==> src/rtl/dlm_pkg.sv <==
package dlm_pkg;

	localparam int IN_MAX_D  = 64;
	localparam int OUT_MAX_D = 16;
	localparam int BATCH_D   = 32;
	localparam int ACC_W     = 40;

	typedef enum logic [2:0] {
		REQ_WEIGHT_WR = 3'd0,
		REQ_BIAS_WR   = 3'd1,
		REQ_FORWARD   = 3'd2,
		REQ_STORE_ACT = 3'd3,
		REQ_STORE_GRD = 3'd4,
		REQ_Q_WGRAD   = 3'd5,
		REQ_Q_BGRAD   = 3'd6,
		REQ_Q_IGRAD   = 3'd7
	} req_t;

	typedef enum logic [1:0] {
		KIND_LOGIT = 2'd0,
		KIND_WGRAD = 2'd1,
		KIND_BGRAD = 2'd2,
		KIND_IGRAD = 2'd3
	} kind_t;

	typedef enum logic [1:0] {
		ADDR_IN_SIZE  = 2'd0,
		ADDR_OUT_SIZE = 2'd1
	} cfg_addr_t;

	// compute job handed from front to back
	typedef struct packed {
		kind_t      kind;
		logic [3:0] row;
		logic [5:0] col;
		logic [4:0] smp;
	} job_t;

	typedef enum logic [1:0] {
		ST_IDLE = 2'd0,
		ST_RUN  = 2'd1,
		ST_DRN  = 2'd2,
		ST_EMIT = 2'd3
	} st_t;

endpackage

==> src/rtl/dlm_queue.sv <==
module dlm_queue import dlm_pkg::*; (
	input  logic clk,
	input  logic arst_n,
	input  logic push,
	input  job_t push_job,
	input  logic pop,
	output logic nempty,
	output logic full,
	output job_t head
);
	job_t       mem_q [2];
	logic       wp_q, rp_q;
	logic [1:0] cnt_q;

	assign nempty = cnt_q != 2'd0;
	assign full   = cnt_q == 2'd2;
	assign head   = mem_q[rp_q];

	always_ff @(posedge clk) begin
		if (push) mem_q[wp_q] <= push_job;
	end

	always_ff @(posedge clk or negedge arst_n) begin
		if (!arst_n) begin
			wp_q <= 1'b0;
			rp_q <= 1'b0;
			cnt_q <= 2'd0;
		end else begin
			if (push) wp_q <= ~wp_q;
			if (pop) rp_q <= ~rp_q;
			cnt_q <= cnt_q + {1'b0, push} - {1'b0, pop};
		end
	end
endmodule

==> config.mk <==
export PLATFORM = sky130hd
export DESIGN_NAME = dlm_queue
export DESIGN_NICKNAME = d
export VERILOG_FILES = /design/src/rtl/dlm_pkg.sv /design/src/rtl/dlm_queue.sv
export SDC_FILE = /design/constraint.sdc
export NUM_CORES = 1
export LEC_CHECK = 0
export ABC_AREA = 1
export BUFFER_PORTS_ARGS = -buffer_cell sky130_fd_sc_hd__clkbuf_2
export CORE_MARGIN = 5
export CORE_UTILIZATION = 54
export CTS_BUF_LIST = sky130_fd_sc_hd__clkbuf_4 sky130_fd_sc_hd__clkbuf_8
export DETAILED_ROUTE_END_ITERATION = 6
export GPL_TIMING_DRIVEN = 0
export PLACE_DENSITY = 0.81
export SLEW_MARGIN = 15
export SYNTH_ARGS = -nofsm -noshare
export SYNTH_HDL_FRONTEND = slang
export SYNTH_SLANG_ARGS = --single-unit
export TNS_END_PERCENT = 5
==> constraint.sdc <==
create_clock -name clk -period 1.65 [get_ports clk]
set_input_delay 0.33 -clock clk [delete_from_list [all_inputs] [get_ports clk]]
set_output_delay 0.33 -clock clk [all_outputs]
set_load 0.1 [all_outputs]
# Yosys cells after proc, flatten, opt, wreduce, memory -nomap -nowiden
# Memory sizes are Yosys's and may differ from the RTL's.
# Cells that the tools add are included.
# totals
mem_count,1
elab_cells,12
ramBits,34
regBits,4
out_inout_bits,19
in_bits,21
# mem_list
name,words,width,rd,rd_ports_with_merged_regs,write_ports,line,text
mem_q,2,17,1,0,1,dlm_queue.sv:11,job_t mem_q [2];
# classes
n_bitwise,2
n_addsub,2
n_mux,2
eq_ne,1
reduce_logical,1
# op_table
cell,count
$add A2 B1 Y2,1
$eq A2 B2 Y1 const B,1
$mux W1,2
$not A1 Y1,2
$reduce_bool A2 Y1,1
$sub A2 B1 Y2,1

# Longest topological paths before layout
# Gate-level depths: netlist of the first run.
# logic_depth
depth_word,2
ltp_mapped,7
ltp_nobuf,7

# Least setup slack after synthesis of the first run
# Ideal clock, no wire load.
# synth_path
kind,register to output
startpoint,register rp_q
endpoint,output port head[0] (netlist name)
slack_ns,-1.295
path_buffers,1
required_ns,1.320
stages_incl_launch_ff,3
arrival_time_ns,2.615
path_cell_list,dfrtp_1 -> buf_6 -> o21ai_0
# synth_lines
element,line,text
from (decl),dlm_queue.sv:12,"logic wp_q, rp_q;"
from (signal assigned),dlm_queue.sv:30,if (pop) rp_q <= ~rp_q;
to (decl),dlm_queue.sv:9,output job_t head

==> impl_metrics.ini, run 1 <==
[route]
wl_per_cell_um = 17.9
vias = 995
ant_nets = 0
drt-total-wl_mm = 3.53
vias_per_cell = 5.05
drtIter0Drc = 31
dr.pass1.iters = 4
drc = 0

[layout]
diodes = 0
syn2layout_area_growth_pct = 56.6
nets = 188
drive_gt1_share_pct = 46.4

[global_routing]
antenna_found_initial = 0
grt_remaining_overflow = 0
grt_max_degree = 18
grt_pass1_vias = 1095
grt_pass1_wl_mm = 5.48
grt_util_all_layers_pct = 18.7

[critical_path]
cpMaxStageDelayCell = dfrtp_1
critPathRequiredTime_ns = 1.32
crit_arrival_ns = 1.44
critical_path_class = reg -> out
critPathBufInv = 3
critPathLaunchType = flop
crit_chain = buf_8 -> buf_4 -> o21ai_4 -> clkbuf_16
critPathTopFamily = buffers and inverters
crit_path_end_kind = output port
critPathMaxFanout = 8
cp_slowest_stage_delay_ns = 0.40

[sta]
worstMarginPinSlew_ns = 0.909
setup_viol = 17
worst_slack_ns = -0.119
fin_tns_setup_ns = -1.62
holdWs_ns = 0.172
maxSlewHeadroom_pct = 39.3
rsz0062_at_grt = true
hold_viol_final = 0
min_period_over_period_pct = 107
final.min_clock_period_ns = 1.77
finClkSkew_ns = 0.00875
fmax_mhz = 565
drv_slew = 0

[yosys]
synth_cell_type_count = 12
ys_seq_elements = 38
synthMostInstantiatedCell = edfxtp_1
seq_area_frac_synth_pct = 72.2
async_reset_ff_share_pct = 10.5
netlist_area_um2 = 1550
synthTopCellsByCount = edfxtp_1, inv_1, nand2_1
syn_nets = 137
avgSynthCellArea_um2 = 13.6
synth_edf_count = 34
yosysWarnings = 0
synth_top_area_share_pct = 65.8
synthTopCellsByArea = edfxtp_1, o21ai_2, dfrtp_1
syn_inst = 114
synthFlopType = edfxtp_1
synth_top_cell_by_area = edfxtp_1

[die]
die_h_um = 63.6
fp.dieW_um = 63.6
ios = 40
core_um2 = 2760
initial_core_util_pct = 56.3
num_rows = 19
dieArea_um2 = 4050

[placed_design]
post-place-ws_ns = 0.0380
dp_hpwl_mm = 1.84
portBuffers = 39
place_congestion = 0.745

[status]
status = finished with violations
failed_checks = negative setup slack

[clock_network]
clkTransAtPathRegs_ns = 0.11
htree_levels = 2
clock_latency_ns = 0.34
clockBufferDepth = 2
cts_tree = done
cts_root_buf = clkbuf_4
cts-buffers-inserted = 5
cts.sinks = 38

[job]
maxCapViolCount = 0

[worst_hold_path]
min_path_type = in -> reg
logic make-up after synthesis:
kind of cell               after synthesis  share of synthesized area [%]
buffers and inverters                   28                           9.83
xor gates and xnor gates                 2                           1.13
AOI/OAI and AO/OA                       17                           8.62
and+or+nand+nor                         27                           6.61
DFF                                     38                           72.2
adders and majority gates                2                           1.61
state kept, by name, indices dropped and copies added (netlist names):
signal / flops
mem_q: 34
wp_q: 1
rp_q: 1
cnt_q: 2
layer usage:
metal,share of wire [%],up-vias,wire [um],global-route usage (%)
met4,1.4,0,51,7.01
met3,6.5,6,231,7.28
li1,-,478,-,-
met5,0,-,0,0
met1,39,480,1380,20.2
met2,53,31,1880,32.5
placed cells by master (no fill, tap or decap), types with 2 or more instances in the layout:
cell and count:
nor2_2 2, edfxtp_1 34, ha_1 2, inv_1 24, nand2_1 21, clkbuf_2 20
buf_8 2, nand2_2 3, buf_4 2, clkbuf_4 10, o21ai_4 17, xor2_1 2
clkbuf_16 18, dfrtp_1 4, buf_12 2
layout make-up:
type                    instances  area (um^2)
clock buffers                   8         60.1
well taps                      31         38.8
repair buffers                 44          618
inverters                      24         90.1
fillers                       118          325
plain buffers                   4         70.1
multi-input cells              48          434
flip-flops and latches         38         1120
final timing paths:
check	from	endpoint	slack, ns	cells past startpoint
max in group asynchronous	arst_n	cnt_q[0]$_DFF_PN0_	1.19	2
min in group asynchronous	arst_n	rp_q$_DFFE_PN0P_	0.33	2
min	push_job[8]	mem_q[1][8]$_DFFE_PP_	0.17	1
max reg2reg	wp_q$_DFFE_PN0P_	mem_q[0][16]$_DFFE_PP_	0.14	1
max	rp_q$_DFFE_PN0P_	head[2]	-0.12	4
min reg2reg	wp_q$_DFFE_PN0P_	wp_q$_DFFE_PN0P_	0.52	1
through the flow:
step / std cells / area (um^2) / utilization (%)
3_5_place_dp: 184 / 1810 / 65.5
4_1_cts: 196 / 2390 / 86.7
6_report: 197 / 2430 / 88.2
2_1_floorplan: 114 / 1570 / -
3_3_place_gp: 184 / 1800 / 65.4
5_1_grt: 197 / 2430 / 88.2
what timing repair did:
item                                    4_1_cts  5_1_grt
hold buffers                                  1        0
pin swaps                                    13        4
endpoints found under the hold margin         4        0
setup buffers                                 2        0
endpoints found under the setup margin       17       19
cloned                                        1        1
resized for setup                            70        8
Power of run 1 is not shown: default switching activity piles up to over one toggle a cycle in this logic, so the estimate is an artifact.
==> run 2, diff against run 1 <==
--- a/config.mk
+++ b/config.mk
@@ -6,13 +6,14 @@
 export NUM_CORES = 1
 export LEC_CHECK = 0
 export ABC_AREA = 1
-export BUFFER_PORTS_ARGS = -buffer_cell sky130_fd_sc_hd__clkbuf_2
 export CORE_MARGIN = 5
-export CORE_UTILIZATION = 54
+export CORE_UTILIZATION = 55
 export CTS_BUF_LIST = sky130_fd_sc_hd__clkbuf_4 sky130_fd_sc_hd__clkbuf_8
 export DETAILED_ROUTE_END_ITERATION = 6
+export DONT_BUFFER_PORTS = 1
 export GPL_TIMING_DRIVEN = 0
-export PLACE_DENSITY = 0.81
+export PLACE_DENSITY = 0.7
+export SKIP_CTS_REPAIR_TIMING = 1
 export SLEW_MARGIN = 15
 export SYNTH_ARGS = -nofsm -noshare
 export SYNTH_HDL_FRONTEND = slang
==> impl_metrics.ini, run 2 (synthesis results as in run 1) <==
[status]
status = finished with violations
failed_checks = negative setup slack

[placed_design]
dp_hpwl_mm = 1.73
place_congestion = 0.674
dp_cells = 146
portBuffers = 0

[die]
ios = 40
fp.dieW_um = 63.1
initial_core_util_pct = 56.8
core_um2 = 2730
num_rows = 19
dieArea_um2 = 3990
die_h_um = 63.1

[sta]
finClkSkew_ns = 0.00509
worst_slack_ns = -0.313
fin_tns_setup_ns = -4.71
worstMarginPinSlew_ns = 0.716
setup_viol = 17
hold_viol_final = 0
final.min_clock_period_ns = 1.96
fmax_mhz = 509
maxSlewHeadroom_pct = 52.1
rsz0062_at_grt = true
drv_slew = 0
min_period_over_period_pct = 119

[route]
vias_per_cell = 5.26
drt-total-wl_mm = 2.74
ant_nets = 0
vias = 841
drc = 0
wl_per_cell_um = 17.1
drtIter0Drc = 17
dr.pass1.iters = 4

[layout]
final_cell_mix = edfxtp_1, inv_1, nand2_1, o21ai_4, clkbuf_4
post-route-util_pct = 69.2
top_regs = mem_q x34, cnt_q x2
final_cells = 160
final_common_cell = edfxtp_1
n_fill_cell = 181
multi_input_area_um2 = 434
seqCellArea_um2 = 1120
syn2layout_area_growth_pct = 21.9
drive_gt1_share_pct = 28.7
nets = 151
largest-register = mem_q
diodes = 0
largest_register_ffs = 34

[clock_network]
clkTransAtPathRegs_ns = 0.10
cts.sinks = 38
cts_tree = done
clockBufferDepth = 2
clock_latency_ns = 0.33
cts-buffers-inserted = 5
cts_root_buf = clkbuf_4
htree_levels = 2

[critical_path]
critPathLaunchType = flop
worst-r2r-cell-count = 2
crit_path_end_kind = output port
reg2reg_slack_ns = 0.31
timing.rr.end = mem_q[1][14]$_DFFE_PP_
worstReg2RegStart = wp_q$_DFFE_PN0P_
crit_arrival_ns = 1.63
critical_path_class = reg -> out
critPathMaxFanout = 9
critPathRequiredTime_ns = 1.32

[worst_hold_path]
min_to = rp_q$_DFFE_PN0P_
hp-start = pop
min_path_type = in -> reg
hold_depth = 1

[job]
maxCapViolCount = 0

[global_routing]
grt_max_degree = 18
grt_pass1_wl_mm = 3.97
grt_remaining_overflow = 0
antenna_found_initial = 0
grt_pass1_vias = 848
grt_util_all_layers_pct = 13.5
run 2: cell count changes in the layout (fill, tap and decap cells not counted):
cell,change
clkbuf_2,-20
clkbuf_16,-17
clkbuf_4,-4
buf_4,+2
buf_6,+2
buf_8,-2
nand2_1,+2
nand2_2,-2
clkinv_1,+1
clkinv_2,+1
nor2_2,-1
nor2_4,+1
run 2: cell type report:
type	instances	share of cell area (%)
plain buffers	4	4.16
well taps	31	2.05
multi-input cells	48	22.9
repair buffers	7	4.03
clock buffers	6	2.38
inverters	24	4.76
clock inverters	2	0.463
flip-flops and latches	38	59.2
run 2: worst max-delay path, stage by stage (launching register included):
cell	delay [ns]
dfrtp_1	0.41
buf_12	0.16
clkbuf_16	0.17
o21ai_4	0.56
run 2: worst max path at each step:
stage	start	end	slack (ns)
floorplan	rp_q$_DFFE_PN0P_	head[10]	-0.15
global placement	wp_q$_DFFE_PN0P_	mem_q[0][13]$_DFFE_PP_	-0.28
detailed placement	rp_q$_DFFE_PN0P_	head[6]	-0.22
CTS	rp_q$_DFFE_PN0P_	head[6]	-0.60
global route	rp_q$_DFFE_PN0P_	head[10]	-0.38
finish	rp_q$_DFFE_PN0P_	head[10]	-0.31
run 2: metal layers:
| layer | vias to the layer above | part of all wire [%] | track usage [%] |
|---|---|---|---|
| li1 | 399 | - | - |
| met1 | 405 | 35 | 13.2 |
| met2 | 33 | 55 | 22.4 |
| met3 | 4 | 9.2 | 8.53 |
| met4 | 0 | 1.1 | 5.57 |
| met5 | - | 0 | 0 |
run 2: metrics by stage:
| step | setup slack, ns | hold WS [ns] | cell area, um^2 |
|---|---|---|---|
| global route | -0.376 | 0.0186 | 1890 |
| detailed placement | -0.216 | 0.0345 | 1620 |
| finish | -0.313 | 0.0644 | 1890 |
| global placement | -0.280 | 0.0345 | 1610 |
| floorplan | -0.154 | 0.0344 | 1570 |
| CTS | -0.601 | -0.340 | 1680 |
Power of run 2 is left out for the same reason.
