### src/rtl/dlm_pkg.sv
package dlm_pkg;

	localparam int IN_MAX_D  = 64;
	localparam int OUT_MAX_D = 16;
	localparam int BATCH_D   = 32;
	localparam int ACC_W     = 40;

	typedef enum logic [2:0] {
		REQ_WEIGHT_WR = 3'd0,
		REQ_BIAS_WR   = 3'd1,
		REQ_FORWARD   = 3'd2,
		REQ_STORE_ACT = 3'd3,
		REQ_STORE_GRD = 3'd4,
		REQ_Q_WGRAD   = 3'd5,
		REQ_Q_BGRAD   = 3'd6,
		REQ_Q_IGRAD   = 3'd7
	} req_t;

	typedef enum logic [1:0] {
		KIND_LOGIT = 2'd0,
		KIND_WGRAD = 2'd1,
		KIND_BGRAD = 2'd2,
		KIND_IGRAD = 2'd3
	} kind_t;

	typedef enum logic [1:0] {
		ADDR_IN_SIZE  = 2'd0,
		ADDR_OUT_SIZE = 2'd1
	} cfg_addr_t;

	// compute job handed from front to back
	typedef struct packed {
		kind_t      kind;
		logic [3:0] row;
		logic [5:0] col;
		logic [4:0] smp;
	} job_t;

	typedef enum logic [1:0] {
		ST_IDLE = 2'd0,
		ST_RUN  = 2'd1,
		ST_DRN  = 2'd2,
		ST_EMIT = 2'd3
	} st_t;

endpackage

### src/rtl/dlm_front.sv
module dlm_front import dlm_pkg::*; #(
	parameter int IN_MAX  = IN_MAX_D,
	parameter int OUT_MAX = OUT_MAX_D,
	parameter int BATCH   = BATCH_D
) (
	input  logic        acc_in,
	input  logic [2:0]  req_type,
	input  logic [3:0]  row,
	input  logic [5:0]  col,
	input  logic [4:0]  sample,
	input  logic [6:0]  ni,
	input  logic [6:0]  no,
	input  logic        last,
	output logic        job_v,
	output job_t        job,
	output logic        wr_w,
	output logic        wr_b,
	output logic        wr_f,
	output logic        wr_a,
	output logic        wr_g
);
	logic row_ok, col_ok, smp_ok;
	req_t rq;

	assign rq     = req_t'(req_type);
	assign row_ok = {28'd0, row} < OUT_MAX;
	assign col_ok = {26'd0, col} < IN_MAX;
	assign smp_ok = {27'd0, sample} < BATCH;

	assign wr_w = acc_in && rq == REQ_WEIGHT_WR && row_ok && col_ok;
	assign wr_b = acc_in && rq == REQ_BIAS_WR && row_ok;
	assign wr_f = acc_in && rq == REQ_FORWARD && col_ok;
	assign wr_a = acc_in && rq == REQ_STORE_ACT && smp_ok && col_ok;
	assign wr_g = acc_in && rq == REQ_STORE_GRD && smp_ok && row_ok;

	always_comb begin
		job_v = 1'b0;
		job.kind = KIND_LOGIT;
		job.row = row;
		job.col = col;
		job.smp = sample;
		case (rq)
			REQ_FORWARD: begin
				job_v = acc_in && last;
			end
			REQ_Q_WGRAD: begin
				job.kind = KIND_WGRAD;
				job_v = acc_in && {3'd0, row} < no && {1'b0, col} < ni;
			end
			REQ_Q_BGRAD: begin
				job.kind = KIND_BGRAD;
				job_v = acc_in && {3'd0, row} < no;
			end
			REQ_Q_IGRAD: begin
				job.kind = KIND_IGRAD;
				job_v = acc_in && smp_ok && {1'b0, col} < ni;
			end
			default: job_v = 1'b0;
		endcase
	end
endmodule

### config.mk
export PLATFORM = sky130hd
export DESIGN_NAME = dlm_front
export DESIGN_NICKNAME = d
export VERILOG_FILES = /design/src/rtl/dlm_pkg.sv /design/src/rtl/dlm_front.sv
export SDC_FILE = /design/constraint.sdc
export NUM_CORES = 1
export LEC_CHECK = 0
export BUFFER_PORTS_ARGS = -buffer_cell sky130_fd_sc_hd__buf_2
export CAP_MARGIN = 0
export CELL_PAD_IN_SITES_DETAIL_PLACEMENT = 0
export CELL_PAD_IN_SITES_GLOBAL_PLACEMENT = 2
export CORE_ASPECT_RATIO = 0.7
export CORE_MARGIN = 2
export CORE_UTILIZATION = 13
export DETAILED_ROUTE_END_ITERATION = 16
export PLACE_DENSITY_LB_ADDON = 0.1
export SYNTH_ARGS = -nofsm -noshare
export SYNTH_HDL_FRONTEND = slang
export SYNTH_SLANG_ARGS = --single-unit
### constraint.sdc
create_clock -name vclk -period 1.7
set_input_delay 0.34 -clock vclk [all_inputs]
set_output_delay 0.34 -clock vclk [all_outputs]
set_load 0.03 [all_outputs]
# Word-level counts from Yosys, hierarchy flattened
# Cells that the tools add are included.
dict set report totals {
  out_inout_bits 23
  elab_cells 21
  register_bits 0
  in_bits 34
}
dict set report classes {
  magnitude_cmp 2
  mux 2
  n_reduce_logical 10
  n_eq_ne 7
}
# op n
set ops {}
lappend ops {{$eq A3 B3 Y1 const B} 4}
lappend ops {{$logic_and A1 B1 Y1} 9}
lappend ops {{$lt A4 B7 Y1} 1}
lappend ops {{$lt A6 B7 Y1} 1}
lappend ops {{$eq A3 B2 Y1 const B} 2}
lappend ops {{$pmux W2 S3} 1}
lappend ops {{$pmux W1 S4} 1}
lappend ops {{$eq A3 B1 Y1 const B} 1}
lappend ops {{$logic_not A3 Y1} 1}

# Depth between registers and ports, before layout
# Gate-level depths: netlist of run 1.
dict set report logic_depth {
  ltp_word 4
  ltp_mapped 7
  depth_no_buf 7
}

# Least setup slack after synthesis of run 1
# Ideal clock, no wire load.
dict set report synth_path {
  path_type {input port to output port}
  startpoint {in ni[2]}
  endpoint {out job_v}
  arrival_time_ns 1.635
  cell_stages 7
  slack_ns -0.275
  t_required_ns 1.360
  path_buffers 0
  cell_sequence {inv_1 -> ha_1 -> a21o_1 -> a31oi_1 -> o22a_1 -> a31oi_1 -> o21ai_1}
}
dict set report synth_via {
  elab_chain_cells 3
  word_cells_on_any_way 4
  classes_between {order compare (1); mux (1); reduce/logical (2)}
}
# element line_no
set synth_rtl {}
lappend synth_rtl {{start: declaration} dlm_front.sv:11} ;# input logic [6:0] ni,
lappend synth_rtl {{$lt A6 B7 Y1 *} {dlm_front.sv:48, dlm_front.sv:56}}
lappend synth_rtl {{$logic_and A1 B1 Y1 (on tied branches)} {dlm_front.sv:56, dlm_front.sv:48}}
lappend synth_rtl {{$pmux W1 S4 *} dlm_front.sv:42} ;# case (rq)
lappend synth_rtl {{end: declaration} dlm_front.sv:14} ;# output logic job_v,
# Mark *: on every way between the ends. The rest lies on a longest branch, timed or not.

# Worst setup path after layout of run 1
# Ends and elaborated chain as after synthesis.

==> results of run 1 <==
==> worst max-delay path, cell delays in order <==
cell and delay, ps:
buf_8 110, inv_12 40, ha_4 180, a21o_1 140
a31oi_1 150, o22a_1 220, a31oi_1 110, o21ai_2 140
buf_6 140
==> metal layers <==
metal / vias to the layer above / GRT usage [%] / share of wire [%]
li1: 267 / - / -
met3: 4 / 0.562 / 9.0
met2: 20 / 11.1 / 46
met4: 0 / 0.595 / 0.64
met5: - / 0 / 0
met1: 224 / 8.14 / 45
==> path summary, 6_finish.rpt <==
kind / cells past startpoint / from / slack, ps / endpoint
worst min-delay path: 0 / sample[1] / 680 / job[1]
worst max-delay path: 9 / ni[2] / -210 / job_v
==> cell usage in the layout, fill, tap and decap left out, types with 2 or more instances in the layout <==
master	netlist	final
buf_4	15	2
a21o_1	2	2
inv_2	0	2
inv_1	9	6
a31oi_1	2	2
ha_4	0	5
nand2_1	2	2
nor3b_1	2	2
o21ai_2	0	3
nor2_1	4	3
nand2b_1	3	3
buf_2	0	42
and2_1	2	2
nor3_1	2	2
buf_6	1	4
a21oi_2	0	2
ha_1	8	3
==> stage by stage <==
| stage | cells | cell area, um2 | hold slack (ps) |
|---|---|---|---|
| after floorplan | 64 | 500 | 812 |
| after global placement | 145 | 678 | 680 |
| after detailed placement | 145 | 678 | 680 |
| after CTS | 147 | 792 | 680 |
| after global routing | 146 | 810 | 680 |
| final | 146 | 810 | 680 |
==> power groups by stage <==
stage	combinational, uW	clock (uW)	sequential, uW
6_report	221	0	0
5_1_grt	245	0	0
4_1_cts	215	0	0
3_5_place_dp	178	0	0
3_3_place_gp	180	0	0
2_1_floorplan	146	0	0
==> synth_stat cells (3+ instances only) <==
cell      instances  area [um2]
buf_4            15         113
ha_1              8         100
inv_1             9        33.8
nand2b_1          3        18.8
nor2_1            4        15.0
==> repair_timing <==
item,4_1_cts,5_1_grt
hold buffers,0,0
pin swaps,15,6
gates resized for setup,21,3
setup buffers,2,0
setup endpoints to repair,1,1
==> cells by family after synthesis <==
kind of cell / share of synthesized area, %
adders and majority gates: 21.8
buffers and inverters: 35.1
AOI/OAI and AO/OA: 18.5
and+or+nand+nor: 24.5
==> area by class of cell <==
class | instances | area, um2
Tap cell | 50 | 62.6
Fill cell | 396 | 2640
Multi-Input combinational cell | 38 | 415
Timing Repair Buffer | 49 | 285
Inverter | 9 | 46.3
==> flow_summary_export.csv, run 1 <==
group,metric,value,unit
status,status,"complete, but fails checks",
status,failed_checks,"negative setup slack",
global_routing,grt_max_degree,10,
worst_setup_path,cp.required,1360,ps
yosys,synthDistinctLibCells,22,
yosys,yosysWarnings,0,
power_and_ir_drop,p_switching,120,uW
routing,drc,0,
power_and_ir_drop,clockPowerShare,0,%
sta,setup_tns,-209,ps
floorplan,num_rows,18,
floorplan,die_h,53.7,um
sta,drv_slew,0,
routing,routed_wl,1260,um
sta,clock.fmax,0.524,GHz
worst_setup_path,worst-path-max-fanout,2,
yosys,syn-instance-count,64,
routing,wl_per_cell,8.60,um
placement,post-place-ws,-354,ps
sta,setup_viol,1,
sta,period_minus_slack,1910,ps
final_layout,design.seq.count,0,
global_routing,grt_pass1_vias,460,
power_and_ir_drop,p_comb_share,100.0,%
placement,gp_congestion,0.637,
sta,relSlewSlack,77.4,%
global_routing,grt_usage,6.11,%
routing,drtIter0Drc,10,
sta,report.final.hold_viol_count,0,
final_layout,fin_util,23.5,%
power_and_ir_drop,swShare,54.6,%
global_routing,grt_pass1_wl,1990,um
floorplan,core_area,3450,um2
power_and_ir_drop,ir_drop,0.0482,mV
worst_setup_path,crit_arrival,1570,ps
routing,dr.pass1.iters,3,
power_and_ir_drop,p_seq_share,0,%
power_and_ir_drop,total_power,221,uW
final_layout,regArea,0,um2
floorplan,die_x,75.0,um
sta,fin_crit_sh,112,%
power_and_ir_drop,p_per_area,273,nW/um2
floorplan,initial_utilization,13.3,%
floorplan,die_area,4030,um2
yosys,avgSynthCellArea,7.17,um2
yosys,synth_seq_area_share,0,%
power_and_ir_drop,p_int,100,uW
floorplan,io_pins,57,
sta,worst_pin_slew,336,ps
worst_setup_path,crit_path_start_kind,"primary input",
hold_path,hp-class,"primary input to output pin",
worst_setup_path,crit_type,"primary input to output pin",
routing,antenna_left,0,
sta,setup_ws,-209,ps
final_layout,nClkBuffers,0,
global_routing,grt_antenna_before_repair,0,
yosys,syn-num-nets,106,
final_layout,nets,140,
placement,hpwlAfterDp,1070,um
run,drv_cap,0,
yosys,synth_area,459,um2
worst_setup_path,critPathCaptureType,"output pin",
routing,vias,515,
final_layout,syn2layout_area_growth,76.3,%
global_routing,grt-ovfl-total,0,
sta,rsz0062_at_grt,"yes",
placement,portBuffers,47,
power_and_ir_drop,p_leak,0.000396,uW
final_layout,drive_gt1_share,69.8,%
routing,via_per_inst,3.53,
final_layout,antenna_cells,0,
(Power assumes the default switching activity.)
==> run 2: changes to the inputs <==
--- a/config.mk
+++ b/config.mk
@@ -14,6 +14,8 @@
 export CORE_UTILIZATION = 13
 export DETAILED_ROUTE_END_ITERATION = 16
 export PLACE_DENSITY_LB_ADDON = 0.1
+export SETUP_SLACK_MARGIN = 0.5
 export SYNTH_ARGS = -nofsm -noshare
 export SYNTH_HDL_FRONTEND = slang
 export SYNTH_SLANG_ARGS = --single-unit
+export TNS_END_PERCENT = 30
==> run 2 against run 1 <==
- the flow still finishes with violations (negative setup slack)
- critical endpoint unchanged
- cell count unchanged
- critical path depth unchanged
- maximum frequency about the same
==> flow_summary_export.csv, run 2 (same netlist as run 1, synthesis figures left out) <==
group,metric,value,unit
power_and_ir_drop,p_leak,0.000424,uW
sta,setup_viol,1,
routing,dr.pass1.iters,4,
floorplan,die_area,4030,um2
floorplan,initial_utilization,13.3,%
status,status,"complete, but fails checks",
floorplan,io_pins,57,
worst_setup_path,crit_arrival,1570,ps
routing,drtIter0Drc,18,
final_layout,nClkBuffers,0,
routing,wl_per_cell,8.79,um
placement,gp_congestion,0.600,
hold_path,hp-class,"primary input to output pin",
routing,vias,532,
placement,place_inst,146,
global_routing,grt_pass1_wl,1970,um
routing,via_per_inst,3.64,
worst_setup_path,cp.required,1360,ps
final_layout,antenna_cells,0,
routing,antenna_left,0,
placement,portBuffers,47,
worst_setup_path,cp_slowest_cell,"ha_4",
sta,period_minus_slack,1910,ps
clock_tree,hold_buffers,0,
floorplan,core_area,3450,um2
worst_setup_path,worst-path-max-fanout,2,
final_layout,final_common_cell,"buf_2",
global_routing,grt_max_degree,10,
worst_setup_path,crit_type,"primary input to output pin",
global_routing,grt_antenna_before_repair,0,
final_layout,most-common-layout-cells,"35 x buf_2, 7 x buf_6, 6 x inv_1, 5 x ha_4, 4 x buf_4",
routing,routed_wl,1280,um
final_layout,syn2layout_area_growth,92.1,%
floorplan,num_rows,18,
sta,fin_crit_sh,112,%
sta,drv_slew,0,
worst_setup_path,path_cells,"buf_2 > inv_2 > ha_4 > a21o_1 > a21oi_1 > o22a_1 > a31oi_2 > o21ai_2 > buf_6",
worst_setup_path,crit_path_start_kind,"primary input",
sta,clock.fmax,0.524,GHz
power_and_ir_drop,p_per_area,264,nW/um2
sta,rsz0062_at_grt,"yes",
final_layout,nets,140,
routing,drc,0,
global_routing,grt-ovfl-total,0,
floorplan,die_x,75.0,um
global_routing,grt_pass1_vias,453,
worst_setup_path,critPathCaptureType,"output pin",
sta,worst_pin_slew,265,ps
final_layout,drive_gt1_share,74.0,%
sta,setup_ws,-209,ps
sta,relSlewSlack,82.2,%
sta,report.final.hold_viol_count,0,
worst_setup_path,cp_slowest_stage_delay,200,ps
power_and_ir_drop,ir_drop,0.0941,mV
run,drv_cap,0,
final_layout,fin_cells,146,
final_layout,regArea,0,um2
global_routing,grt_usage,6.15,%
final_layout,design.seq.count,0,
status,failed_checks,"negative setup slack",
floorplan,die_h,53.7,um
sta,fin_hold_ws,680,ps
placement,hpwlAfterDp,1100,um
clock_tree,post-cts-setup-buffers,0,
[run 2: cell counts in the layout (fill, tap and decap cells not counted)]
No cell type changed its count.
[run 2: final timing paths]
check | from | end | slack [ps] | cells after the start
max | ni[4] | job_v | -210 | 9
min | sample[0] | job[0] | 680 | 0
[run 2: worst max-delay path, delay by kind of cell]
| kind | cells | cell delay (ps) |
|---|---|---|
| AOI/OAI and AO/OA | 5 | 730 |
| buffers and inverters | 3 | 300 |
| adders and majority gates | 1 | 200 |
[run 2: cell type report]
class	count	area (um2)
Inverter	9	46.3
Fill cell	389	2560
Tap cell	50	62.6
Timing Repair Buffer	49	334
Multi-Input combinational cell	38	439
[run 2: metal layers]
metal | share of wire, % | track usage [%]
met5 | 0 | 0
met4 | 0 | 0.298
met3 | 8.8 | 0.749
met2 | 49 | 10.4
met1 | 43 | 8.80
[run 2: report_power, final]
group	switching [uW]	internal [uW]
clock	0	0
sequential	0	0
combinational	122	110
[run 2: what timing repair did]
item | CTS | global route
pin swaps | 8 | 10
setup endpoints to repair | 8 | 7
hold endpoints to repair | 0 | 0
cloned | 0 | 0
gates resized for setup | 26 | 16
[run 2: through the flow]
| stage | utilization (%) | instance area, um2 | total power (uW) | setup TNS, ps | setup slack, ps |
|---|---|---|---|---|---|
| finish | 25.6 | 882 | 233 | -209 | -209 |
| global route | 25.6 | 882 | 257 | -315 | -315 |
| CTS | 23.4 | 806 | 210 | -269 | -269 |
| global placement | 20.4 | 704 | 186 | -370 | -370 |
| detailed placement | 20.4 | 704 | 186 | -363 | -363 |
| floorplan | - | 520 | 151 | -52.7 | -52.7 |
==> run 3: changes to the inputs <==
--- a/config.mk
+++ b/config.mk
@@ -5,7 +5,7 @@
 export SDC_FILE = /design/constraint.sdc
 export NUM_CORES = 1
 export LEC_CHECK = 0
-export BUFFER_PORTS_ARGS = -buffer_cell sky130_fd_sc_hd__buf_2
+export BUFFER_PORTS_ARGS = -buffer_cell sky130_fd_sc_hd__buf_4
 export CAP_MARGIN = 0
 export CELL_PAD_IN_SITES_DETAIL_PLACEMENT = 0
 export CELL_PAD_IN_SITES_GLOBAL_PLACEMENT = 2
==> run 3 against run 2 <==
- the run still ends with negative setup slack left
- largest cell class unchanged
- routed wire length increased by 1.5%
- maximum frequency decreased by 1.6%
- sequential share of layout area unchanged
- flip-flop and latch count is the same
- critical path depth unchanged
==> flow_summary_export.csv, run 3 (same netlist as run 1, synthesis figures left out) <==
group,metric,value,unit
final_layout,syn2layout_area_growth,103,%
final_layout,multi_input_area,429,um2
sta,relSlewSlack,78.9,%
floorplan,core_area,3450,um2
placement,place_inst,144,
placement,placed_cell_area,807,um2
routing,dr.pass1.iters,2,
final_layout,design.seq.count,0,
worst_setup_path,crit_type,"primary input to output pin",
placement,gp_congestion,0.579,
sta,setup_tns,-240,ps
routing,via_per_inst,3.58,
status,failed_checks,"negative setup slack",
routing,antenna_left,0,
final_layout,fin_util,27.1,%
floorplan,die_x,75.0,um
global_routing,grt_antenna_before_repair,0,
placement,hpwlAfterDp,1160,um
global_routing,grt_usage,5.80,%
placement,portBuffers,47,
floorplan,num_rows,18,
worst_setup_path,crit_path_start_kind,"primary input",
clock_tree,hold_buffers,0,
global_routing,grt_pass1_vias,444,
hold_path,hold_end,"job[0]",
sta,report.final.hold_viol_count,0,
sta,setup_viol,1,
global_routing,grt_pass1_wl,1900,um
worst_setup_path,cp.required,1360,ps
sta,setup_ws,-240,ps
routing,wl_per_cell,9.04,um
worst_setup_path,crit_family,"compound AO/OA/AOI/OAI gates",
worst_setup_path,crit_arrival,1600,ps
global_routing,grt_max_degree,10,
sta,period_minus_slack,1940,ps
final_layout,final_common_cell,"buf_4",
final_layout,fillerInstances,387,
final_layout,nets,138,
final_layout,drive_gt1_share,74.5,%
worst_setup_path,crit_top_cell,"a31oi_1",
routing,drc,0,
run,drv_cap,0,
status,status,"complete, but fails checks",
floorplan,die_h,53.7,um
placement,post-place-ws,-302,ps
final_layout,final_area,933,um2
routing,routed_wl,1300,um
final_layout,regArea,0,um2
worst_setup_path,path_cells,"buf_12 > inv_12 > ha_4 > a21o_1 > a31oi_1 > o22a_1 > a31oi_1 > o21ai_2 > buf_6",
worst_setup_path,cp_slowest_cell,"o22a_1",
sta,drv_slew,0,
power_and_ir_drop,ir_drop,0.0598,mV
routing,drtIter0Drc,7,
sta,clock.fmax,0.515,GHz
final_layout,antenna_cells,0,
hold_path,min_path_cells,0,
sta,fin_crit_sh,114,%
worst_setup_path,worst-path-max-fanout,2,
worst_setup_path,critPathBufInv,3,
worst_setup_path,critPathCaptureType,"output pin",
worst_setup_path,cp_slowest_stage_delay,230,ps
hold_path,hp-class,"primary input to output pin",
final_layout,nClkBuffers,0,
hold_path,min_from,"sample[0]",
power_and_ir_drop,p_per_area,264,nW/um2
final_layout,most-common-layout-cells,"40 x buf_4, 5 x inv_1, 4 x ha_1, 4 x ha_4, 4 x buf_6",
worst_setup_path,path_depth,9,
sta,rsz0062_at_grt,"yes",
final_layout,fin_cells,144,
floorplan,die_area,4030,um2
sta,worst_pin_slew,315,ps
clock_tree,post-cts-setup-buffers,0,
floorplan,initial_utilization,13.3,%
routing,vias,516,
floorplan,io_pins,57,
global_routing,grt-ovfl-total,0,
power_and_ir_drop,p_leak,0.000445,uW
## run 3: worst max-delay path by stage
| stage | startpoint | end | slack, ps |
|---|---|---|---|
| final | ni[2] | job_v | -240 |
| after global routing | ni[2] | job_v | -320 |
| after CTS | ni[2] | job_v | -270 |
| after detailed placement | row[1] | job_v | -300 |
| after global placement | ni[2] | job_v | -290 |
| after floorplan | ni[2] | job_v | -50 |
## run 3: per-layer routing
layer	vias up	global-route usage [%]	wire, um
met5	-	0	0
met4	0	0.298	0
met3	0	0.375	111
met2	21	9.80	648
met1	230	8.47	542
li1	265	-	-
## run 3: repair_timing
item                                    CTS  global route
gates cloned                              0             0
endpoints found under the setup margin    6             6
pin swaps                                 6            13
resized for setup                         8            21
## run 3: cell type report
class / instances / area share (%)
Timing Repair Buffer: 47 / 42.4
Inverter: 9 / 4.96
Multi-Input combinational cell: 38 / 46.0
Tap cell: 50 / 6.70
## run 3: power breakdown
part           switching [uW]  total (uW)  leakage, uW  internal [uW]
clock                       0           0            0              0
combinational             121         246     0.000445            126
sequential                  0           0            0              0
## run 3: through the flow
step | total power [uW] | hold WS (ps)
floorplan | 151 | 808
global placement | 213 | 680
detailed placement | 214 | 680
CTS | 224 | 680
global route | 266 | 680
finish | 246 | 680
